===== src/rtl/skt_pkg.sv =====
// ---------------------------------------------------------------------------
// skt_pkg: shared types and constants for the sorted key table
// Request and response transaction layouts, field widths, command codes and
// configuration register defaults.
// ---------------------------------------------------------------------------
package skt_pkg;

  localparam int KEY_W   = 16;
  localparam int CENTS_W = 24;

  // APB data and address widths
  localparam int APB_DW = 32;
  localparam int APB_AW = 3;

  // Default table depth
  localparam int TABLE_DEPTH_DEF = 16;

  // Reset value of the spend limit, in cents
  localparam logic [CENTS_W-1:0] SPEND_LIMIT_RST = CENTS_W'(10000);

  // Register indexes
  localparam logic REG_SPEND_LIMIT = 1'b0;

  // Command codes
  localparam logic CMD_LOAD   = 1'b0;
  localparam logic CMD_SEARCH = 1'b1;

  typedef struct packed {
    logic               cmd;
    logic [KEY_W-1:0]   key;
    logic [CENTS_W-1:0] balance;
  } req_t;

  typedef struct packed {
    logic               found;
    logic [CENTS_W-1:0] found_balance;
    logic               over_limit;
    logic               rejected;
  } rsp_t;

endpackage


===== src/rtl/skt_ram.sv =====
// ---------------------------------------------------------------------------
// skt_ram: generic simple dual-port RAM
// One write port and one read port, read data registered.
// ---------------------------------------------------------------------------
module skt_ram #(
  parameter int WIDTH = 8,
  parameter int DEPTH = 16
) (
  input  logic                     clk,
  input  logic                     we,
  input  logic [$clog2(DEPTH)-1:0] waddr,
  input  logic [WIDTH-1:0]         wdata,
  input  logic [$clog2(DEPTH)-1:0] raddr,
  output logic [WIDTH-1:0]         rdata
);

  logic [WIDTH-1:0] mem [DEPTH];

  // Write and registered read
  always_ff @(posedge clk) begin
    if (we) begin
      mem[waddr] <= wdata;
    end
    rdata <= mem[raddr];
  end

endmodule


===== src/rtl/sorted_key_table_lookup.sv =====
// ---------------------------------------------------------------------------
// sorted_key_table_lookup: ordered key and balance table with search
// Keeps key and balance pairs in ascending key order in a RAM, inserts new
// pairs after equal keys and looks up the oldest entry matching a key.
// ---------------------------------------------------------------------------
//
//  port group   role      handshake               payload
//  req          input     req_valid / req_ready   req_data (skt_pkg::req_t)
//  rsp          output    rsp_valid / rsp_ready   rsp_data (skt_pkg::rsp_t)
//  apb          config    psel/penable/pready     paddr, pwdata, prdata
//
//  A search reads one entry a cycle through the single RAM read port and
//  ends on the oldest matching entry, on the first greater key or after
//  the last entry. A load scans for its slot, moves each later entry up
//  by one and writes the pair; a full-table load is rejected without a
//  scan. One transaction is in work at a time. The result register frees
//  the request side while a result is stalled.
//  Reset empties the table at once (entry count cleared, no RAM sweep).
//
module sorted_key_table_lookup #(
  parameter int TABLE_DEPTH = skt_pkg::TABLE_DEPTH_DEF
) (
  input  logic                          clk,
  input  logic                          rst,
  // request channel
  input  logic                          req_valid,
  output logic                          req_ready,
  input  skt_pkg::req_t                 req_data,
  // response channel
  output logic                          rsp_valid,
  input  logic                          rsp_ready,
  output skt_pkg::rsp_t                 rsp_data,
  // configuration port
  input  logic                          psel,
  input  logic                          penable,
  input  logic                          pwrite,
  input  logic [skt_pkg::APB_AW-1:0]    paddr,
  input  logic [skt_pkg::APB_DW-1:0]    pwdata,
  output logic [skt_pkg::APB_DW-1:0]    prdata,
  output logic                          pready
);

  import skt_pkg::*;

  localparam int AW  = $clog2(TABLE_DEPTH);
  localparam int CW  = $clog2(TABLE_DEPTH + 1);
  localparam int EW  = KEY_W + CENTS_W;

  localparam logic [2:0] ST_IDLE   = 3'd0;
  localparam logic [2:0] ST_SCAN   = 3'd1;
  localparam logic [2:0] ST_SHIFT  = 3'd2;
  localparam logic [2:0] ST_INSERT = 3'd3;
  localparam logic [2:0] ST_DONE   = 3'd4;

  localparam logic [CW-1:0] FULL = CW'(TABLE_DEPTH);

  // Control registers
  logic [2:0]         state, state_next;
  logic [CW-1:0]      count, count_next;
  logic [CW-1:0]      idx, idx_next;
  logic               chk_valid, chk_valid_next;
  logic [CW-1:0]      chk_idx, chk_idx_next;
  logic [CW-1:0]      sidx, sidx_next;
  logic               pend, pend_next;
  logic               rsp_valid_next;
  logic [CENTS_W-1:0] spend_limit;

  // Payload registers
  logic               cmd_r, cmd_r_next;
  logic [KEY_W-1:0]   key_r, key_r_next;
  logic [CENTS_W-1:0] bal_r, bal_r_next;
  logic [CW-1:0]      pos, pos_next;
  logic [AW-1:0]      wa, wa_next;
  logic               res_found, res_found_next;
  logic [CENTS_W-1:0] res_bal, res_bal_next;
  logic               res_rej, res_rej_next;
  rsp_t               rsp_data_next;

  // RAM port signals
  logic               ram_we;
  logic [AW-1:0]      ram_waddr;
  logic [EW-1:0]      ram_wdata;
  logic [AW-1:0]      ram_raddr;
  logic [EW-1:0]      ram_rdata;
  logic [KEY_W-1:0]   rd_key;
  logic [CENTS_W-1:0] rd_bal;
  logic [CW-1:0]      sidx_dec;
  logic               cfg_wr;

  skt_ram #(
    .WIDTH (EW),
    .DEPTH (TABLE_DEPTH)
  ) u_table (
    .clk   (clk),
    .we    (ram_we),
    .waddr (ram_waddr),
    .wdata (ram_wdata),
    .raddr (ram_raddr),
    .rdata (ram_rdata)
  );

  assign rd_key   = ram_rdata[CENTS_W +: KEY_W];
  assign rd_bal   = ram_rdata[CENTS_W-1:0];
  assign sidx_dec = sidx - CW'(1);

  assign req_ready = (state == ST_IDLE);

  // Configuration port
  assign pready = 1'b1;
  assign cfg_wr = psel && penable && pwrite && (paddr[2] == REG_SPEND_LIMIT);
  assign prdata = (paddr[2] == REG_SPEND_LIMIT) ?
                  {{(APB_DW-CENTS_W){1'b0}}, spend_limit} : '0;

  always_ff @(posedge clk) begin
    if (rst) begin
      spend_limit <= SPEND_LIMIT_RST;
    end else if (cfg_wr) begin
      spend_limit <= pwdata[CENTS_W-1:0];
    end
  end

  // Sequencer: scan, move entries up, insert, deliver
  always_comb begin
    state_next     = state;
    count_next     = count;
    idx_next       = idx;
    chk_valid_next = chk_valid;
    chk_idx_next   = chk_idx;
    sidx_next      = sidx;
    pend_next      = pend;
    cmd_r_next     = cmd_r;
    key_r_next     = key_r;
    bal_r_next     = bal_r;
    pos_next       = pos;
    wa_next        = wa;
    res_found_next = res_found;
    res_bal_next   = res_bal;
    res_rej_next   = res_rej;
    rsp_valid_next = rsp_valid && !rsp_ready;
    rsp_data_next  = rsp_data;
    ram_we         = 1'b0;
    ram_waddr      = wa;
    ram_wdata      = ram_rdata;
    ram_raddr      = '0;

    case (state)
      ST_IDLE: begin
        if (req_valid) begin
          cmd_r_next     = req_data.cmd;
          key_r_next     = req_data.key;
          bal_r_next     = req_data.balance;
          res_found_next = 1'b0;
          res_bal_next   = '0;
          res_rej_next   = 1'b0;
          idx_next       = '0;
          chk_valid_next = 1'b0;
          if (req_data.cmd == CMD_LOAD && count == FULL) begin
            res_rej_next = 1'b1;
            state_next   = ST_DONE;
          end else begin
            state_next = ST_SCAN;
          end
        end
      end

      ST_SCAN: begin
        if (chk_valid && cmd_r == CMD_SEARCH && rd_key == key_r) begin
          // hit on the oldest equal entry
          res_found_next = 1'b1;
          res_bal_next   = rd_bal;
          state_next     = ST_DONE;
        end else if (chk_valid && rd_key > key_r) begin
          // stored keys have passed the query
          if (cmd_r == CMD_SEARCH) begin
            state_next = ST_DONE;
          end else begin
            pos_next   = chk_idx;
            sidx_next  = count;
            pend_next  = 1'b0;
            state_next = ST_SHIFT;
          end
        end else if (idx != count) begin
          // issue the next entry read
          ram_raddr      = idx[AW-1:0];
          chk_idx_next   = idx;
          chk_valid_next = 1'b1;
          idx_next       = idx + CW'(1);
        end else begin
          chk_valid_next = 1'b0;
          if (!chk_valid) begin
            if (cmd_r == CMD_SEARCH) begin
              state_next = ST_DONE;
            end else begin
              pos_next   = count;
              sidx_next  = count;
              pend_next  = 1'b0;
              state_next = ST_SHIFT;
            end
          end
        end
      end

      ST_SHIFT: begin
        // write back the entry read last cycle one slot higher
        ram_we    = pend;
        ram_waddr = wa;
        ram_wdata = ram_rdata;
        if (sidx != pos) begin
          ram_raddr = sidx_dec[AW-1:0];
          wa_next   = sidx[AW-1:0];
          sidx_next = sidx_dec;
          pend_next = 1'b1;
        end else begin
          pend_next  = 1'b0;
          state_next = ST_INSERT;
        end
      end

      ST_INSERT: begin
        ram_we     = 1'b1;
        ram_waddr  = pos[AW-1:0];
        ram_wdata  = {key_r, bal_r};
        count_next = count + CW'(1);
        state_next = ST_DONE;
      end

      ST_DONE: begin
        if (!rsp_valid || rsp_ready) begin
          rsp_data_next.found         = res_found;
          rsp_data_next.found_balance = res_bal;
          rsp_data_next.over_limit    = res_found && (res_bal > spend_limit);
          rsp_data_next.rejected      = res_rej;
          rsp_valid_next              = 1'b1;
          state_next                  = ST_IDLE;
        end
      end

      default: begin
        state_next = ST_IDLE;
      end
    endcase
  end

  // Control state
  always_ff @(posedge clk) begin
    if (rst) begin
      state     <= ST_IDLE;
      count     <= '0;
      idx       <= '0;
      chk_valid <= 1'b0;
      chk_idx   <= '0;
      sidx      <= '0;
      pend      <= 1'b0;
      rsp_valid <= 1'b0;
    end else begin
      state     <= state_next;
      count     <= count_next;
      idx       <= idx_next;
      chk_valid <= chk_valid_next;
      chk_idx   <= chk_idx_next;
      sidx      <= sidx_next;
      pend      <= pend_next;
      rsp_valid <= rsp_valid_next;
    end
  end

  // Payload
  always_ff @(posedge clk) begin
    cmd_r     <= cmd_r_next;
    key_r     <= key_r_next;
    bal_r     <= bal_r_next;
    pos       <= pos_next;
    wa        <= wa_next;
    res_found <= res_found_next;
    res_bal   <= res_bal_next;
    res_rej   <= res_rej_next;
    rsp_data  <= rsp_data_next;
  end

`ifndef SYNTHESIS
  a_count_range: assert property (@(posedge clk) disable iff (rst)
    count <= FULL)
    else $error("entry count beyond table depth");

  a_reject_full: assert property (@(posedge clk) disable iff (rst)
    (state == ST_DONE && res_rej) |-> (count == FULL))
    else $error("load rejected while table has room");

  a_insert_count: assert property (@(posedge clk) disable iff (rst)
    (state == ST_INSERT) |=> (count == $past(count) + CW'(1)))
    else $error("insert did not advance entry count");

  a_write_bound: assert property (@(posedge clk) disable iff (rst)
    ram_we |-> (CW'(ram_waddr) < FULL) && (CW'(ram_waddr) <= count))
    else $error("table write outside occupied range");

  a_rsp_exclusive: assert property (@(posedge clk) disable iff (rst)
    rsp_valid |-> !(rsp_data.found && rsp_data.rejected))
    else $error("response both found and rejected");
`endif

endmodule


===== config.mk =====
export PLATFORM = sky130hd
export DESIGN_NAME = sorted_key_table_lookup
export DESIGN_NICKNAME = d
export VERILOG_FILES = /design/src/rtl/skt_pkg.sv /design/src/rtl/skt_ram.sv /design/src/rtl/sorted_key_table_lookup.sv
export SDC_FILE = /design/constraint.sdc
export NUM_CORES = 1
export LEC_CHECK = 0
export BUFFER_PORTS_ARGS = -buffer_cell sky130_fd_sc_hd__buf_2
export CAP_MARGIN = 20
export CORE_ASPECT_RATIO = 2
export CORE_MARGIN = 10
export CORE_UTILIZATION = 40
export CTS_BUF_LIST = sky130_fd_sc_hd__clkbuf_2 sky130_fd_sc_hd__clkbuf_4 sky130_fd_sc_hd__clkbuf_8
export DETAILED_ROUTE_END_ITERATION = 12
export SLEW_MARGIN = 20
export SYNTH_ARGS = -nofsm -noshare
export SYNTH_HDL_FRONTEND = slang
export SYNTH_SLANG_ARGS = --single-unit

===== constraint.sdc =====
create_clock -name clk -period 5 [get_ports clk]
set_clock_uncertainty 0.15 [all_clocks]
set_input_delay 1 -clock clk [delete_from_list [all_inputs] [get_ports clk]]
set_output_delay 1 -clock clk [all_outputs]
set_load 0.03 [all_outputs]

==> impl_metrics.yaml, run 1 <==
status:
  outcome: "finished clean"
detailed_routing:
  drcViolationCount: 0
  routed_wl_um: 89220
  avgRoutedWirePerCell_um: 24.77
  viasPerCell: 5.622
  drt-initial-drc-count: 1674
  ant_nets: 0
  num_vias: 20250
  first_pass_iters: 5
floorplanning:
  die_h_um: 430.9
  start_util_pct: 40.33
  coreArea_um2: 83710
  die_x_um: 225.4
  row_count: 150
  dieArea_um2: 97130
  io_pins: 145
cells_and_area:
  fill_cells: 7265
  drive_gt1_share_pct: 17.97
  regArea_um2: 24110
  syn_to_final_growth_pct: 13.95
  final_nets: 2569
  multi_input_area_um2: 8648
yosys:
  syn_inst: 2285
  yosysTopAreaCell: "edfxtp_1"
  ys_seq_elements: 833
  synth-edff-count: 743
  synth.distinct_cells: 57
  synth.top_cells.by_area: "edfxtp_1 66%, o211ai_1 6.3%, dfxtp_1 5.3%"
  synth_ff_type: "edfxtp_1"
  yosys_warnings: 0
  synth_commonest_cells: "743 x edfxtp_1, 282 x o211ai_1, 242 x nand2_1"
  syn_area_per_cell_um2: 14.78
  async_flop_share_pct: 0
  yosysMostFrequentCell: "edfxtp_1"
  syn_area_um2: 33760
  yosysTopAreaCellShare_pct: 66.09
  yosysSeqAreaShare_pct: 71.42
power_and_ir_drop:
  powerDensity_nw_per_um2: 426.4
  peakVddDrop_v: 0.0002334
  leakagePower_nw: 14.03
placement:
  dp_slack_ps: 1045
  gp_congestion: 0.8529
  dpl.hpwl_um: 50190
  port_buffers: 125
cts:
  cts_tree: "built"
  clockBufferDepth: 3
  clock-sinks: 833
  cts_resized: 0
  clk_pin_slew_ps: 70
  post_cts_buffers: 0
  cts_root_buf: "clkbuf_8"
  htreeDepth: 3
  cts_buffers: 107
  insertion_delay_ps: 760
  hold_buffers: 0
sta:
  tightestPinTransition_ps: 1070
  grt_setup_unrepaired: "no"
  finalSetupViolCount: 0
  final-hold-violation-count: 0
  finalMaxSlewViolations: 0
  finalSetupTns_ps: 0
  min_period_ps: 3993
  slew_headroom_pct: 28.49
  clock.fmax_ghz: 0.2504
  fin_ws_ps: 1007
  period_share_pct: 79.86
hold_path:
  worstHoldPathType: "input port to register"
job:
  maxCapViolCount: 0
global_routing:
  grt_pass1_vias: 20890
  antenna_found_initial: 5
  grt_pass1_wl_um: 132300
  grt_max_degree: 117
  grtUsageTotal_pct: 18.19
  grt_overflow: 0
critical_path:
  cp-start-kind: "register"
  crit_fanout: 51
  critical_path_required_ps: 5510
  endpoint_kind: "register"
  cp.arrival_ps: 4510
  path_class: "register to register"
==> layout by cell type, fill, tap and decap left out, drive strengths merged, types with 43 or more instances in the layout <==
cell type    n
a21oi       47
a32o        43
buf        196
clkbuf     164
dfxtp       90
edfxtp     743
ha          44
inv        134
mux2        83
mux2i      124
nand2      242
nor2        81
o211ai     282
==> worst max-delay path, stage by stage (launching register included) <==
cell      delay [ps]
edfxtp_1         330
inv_1             80
ha_1             320
nand4_1          240
nor4_2           380
buf_4            190
a31o_1           270
or3b_4           190
buf_4            620
buf_4            560
o211ai_1         160
o211ai_1         140
o211ai_1         140
o211ai_1         130
==> layout make-up <==
type                       count  area share, %
clock inverter                41          1.028
tap                         1064          3.461
inverter                     130          1.268
multi-input combinational   1173          22.48
antenna                        1       0.006505
sequential                   833          62.68
clock buffer                 163          5.295
timing repair buffer         197          3.779
==> cells by family (layout without fill, tap and decap cells) <==
family,Yosys count,count (layout),share of synthesized area (%)
buffers and inverters,286,531,3.673
DFF,833,833,71.42
and+or+nand+nor,408,408,5.218
other,2,10,0.02224
muxes,207,207,6.645
xor gates and xnor gates,19,19,0.4929
adders and majority gates,44,44,1.631
AOI/OAI and AO/OA,486,486,10.90
==> metal layers <==
metal	global-route usage [%]	share of wire [%]	wire length, µm	vias up
met1	20.98	38	33870	10270
met3	2.782	6.1	5431	174
met5	0	0.036	32	-
li1	-	-	-	9041
met2	32.79	52	46750	766
met4	7.667	3.5	3139	4
==> through the flow <==
step	instance area [µm²]	cells	power (W)	utilization (%)	hold slack (ps)
after floorplan	33790	2292	0.01011	-	250.3
after global placement	36020	3396	0.01094	43.03	257.4
after detailed placement	36020	3396	0.01103	43.03	267.3
after CTS	38450	3600	0.01651	45.94	217.8
after global routing	38470	3602	0.01706	45.96	230.8
final	38470	3602	0.01640	45.96	266.7
==> worst paths after layout <==
kind           startpoint          endpoint  slack, ps  cells past startpoint
max reg2reg     key_r[15]  u_table.rdata[7]       1010                     13
min reg2reg       res_rej       rsp_data[0]        280                      0
max             key_r[15]  u_table.rdata[7]       1010                     13
min          req_data[28]          key_r[4]        270                      1
==> sequential cells by signal, summed over array words and instances (netlist names), 3 cells and up <==
name           cells
pos                5
bal_r             24
state              3
sidx               5
count              5
idx                5
wa                 4
key_r             16
spend_limit       24
chk_idx            5
u_table.rdata     40
res_bal           24
rsp_data          27
u_table.mem      640
==> report_power, final <==
group          leakage (nW)  switching [W]  internal, W
Clock                  1.29        0.00253      0.00298
Sequential             7.48       0.000186      0.00843
Combinational          5.26        0.00160     0.000676
Total                  14.0        0.00432       0.0121
(Power assumes the default switching activity.)
==> run 2, diff against run 1 <==
==> constraint.sdc (replaced) <==
create_clock -name clk -period 4 [get_ports clk]
set_clock_uncertainty 0.15 [all_clocks]
set_input_delay 0.8 -clock clk [delete_from_list [all_inputs] [get_ports clk]]
set_output_delay 0.8 -clock clk [all_outputs]
set_load 0.03 [all_outputs]
==> impl_metrics.yaml, run 2 (synthesized netlist as in run 1, its figures left out) <==
status:
  outcome: "finished clean"
critical_path:
  cp.arrival_ps: 4280
  cp-start-kind: "register"
  path_class: "register to register"
  endpoint_kind: "register"
  crit_fanout: 8
  critical_path_required_ps: 4480
sta:
  finalSetupViolCount: 0
  min_period_ps: 3798
  slew_headroom_pct: 30.67
  period_share_pct: 94.94
  grt_setup_unrepaired: "no"
  tightestPinTransition_ps: 1035
  final-hold-violation-count: 0
  finalMaxSlewViolations: 0
  clock.fmax_ghz: 0.2633
cells_and_area:
  final_area_um2: 38790
  largest_register_ff_count: 640
  syn_to_final_growth_pct: 14.89
  final_nets: 2599
  final_cell_mix: "743 x edfxtp_1, 282 x o211ai_1, 242 x nand2_1"
  mostFrequentLayoutCell: "edfxtp_1"
  drive_gt1_share_pct: 18.41
  post-route-util_pct: 46.34
  final_cells: 3630
  reg_top3: "u_table.mem x640, u_table.rdata x40, rsp_data x27"
  top_register: "u_table.mem"
floorplanning:
  io_pins: 145
  row_count: 150
  start_util_pct: 40.33
  die_x_um: 225.4
  die_h_um: 430.9
  dieArea_um2: 97130
  coreArea_um2: 83710
placement:
  gp_congestion: 0.8127
  dpl.hpwl_um: 49690
  port_buffers: 125
  place_inst: 3412
  place_area_um2: 36300
detailed_routing:
  first_pass_iters: 7
  avgRoutedWirePerCell_um: 25.33
  routed_wl_um: 91960
  ant_nets: 0
  drt-initial-drc-count: 1793
  drcViolationCount: 0
  num_vias: 20520
  viasPerCell: 5.653
global_routing:
  grt_max_degree: 82
  grt_pass1_vias: 21020
  grt_pass1_wl_um: 134900
  grt_overflow: 0
  antenna_found_initial: 5
  grtUsageTotal_pct: 18.64
cts:
  clockBufferDepth: 3
  insertion_delay_ps: 770
  clock-sinks: 833
  cts_buffers: 106
  clk_pin_slew_ps: 70
  cts_tree: "built"
  cts_root_buf: "clkbuf_8"
  htreeDepth: 3
power_and_ir_drop:
  leakagePower_nw: 14.17
  powerDensity_nw_per_um2: 524.1
  peakVddDrop_v: 0.0002987
hold_path:
  worstHoldPathType: "input port to register"
job:
  maxCapViolCount: 0
run 2: final timing paths:
path         slack (ps)  cells after the start         from                end
min                  70                      1  req_data[8]           bal_r[8]
max                 200                     13     key_r[1]  u_table.rdata[32]
max reg2reg         200                     13     key_r[1]  u_table.rdata[32]
min reg2reg         270                      0      res_rej        rsp_data[0]
run 2: routing by layer:
metal / vias up / global-route usage, % / part of all wire, %
li1: 9089 / - / -
met1: 10400 / 21.68 / 38
met2: 830 / 33.14 / 51
met3: 206 / 3.013 / 6.5
met4: 2 / 8.133 / 3.9
met5: - / 0 / 0.014
run 2: timing repair:
item	4_1_cts	5_1_grt
hold endpoints to repair	7	0
buffers inserted	8	0
gates resized for setup	2	1
pin swaps	2	0
hold buffers	7	0
cloned	1	0
setup endpoints to repair	35	36
run 2: through the flow:
| stage | total power [W] | setup TNS [ps] | setup WS (ps) | hold WS (ps) |
|---|---|---|---|---|
| 6_report | 0.02033 | 0 | 202.5 | 69.28 |
| 3_3_place_gp | 0.01376 | -2746 | -156.4 | 256.6 |
| 2_1_floorplan | 0.01264 | 0 | 354.7 | 250.3 |
| 3_5_place_dp | 0.01386 | -4529 | -237.3 | 261.5 |
| 4_1_cts | 0.02046 | 0 | 13.88 | 0.2130 |
| 5_1_grt | 0.02111 | 0 | 68.84 | 25.37 |
run 2: cell type report:
| cell class | instances | area [µm²] |
|---|---|---|
| diodes | 2 | 5.005 |
| clock buffers | 157 | 1942 |
| clock inverters | 43 | 355.3 |
| fillers | 7258 | 44920 |
| inverters | 130 | 488.0 |
| multi-input cells | 1174 | 8671 |
| flip-flops and latches | 833 | 24110 |
| well taps | 1064 | 1331 |
| repair buffers | 227 | 1884 |
run 2: report_power, final:
part           internal, W  switching (W)  total [W]
Combinational     0.000902        0.00202    0.00292
Clock              0.00341        0.00321    0.00663
Sequential          0.0105       0.000246     0.0108
run 2: critical path, stage by stage (launching register included):
cell and delay, ps:
edfxtp_1 330, inv_1 50, ha_1 330, nor2b_1 150, o211ai_1 150, a2111oi_2 650
o31ai_4 220, a32oi_4 420, buf_4 240, nor2_4 50, buf_12 150, buf_4 160
a221o_1 320, o211ai_1 280
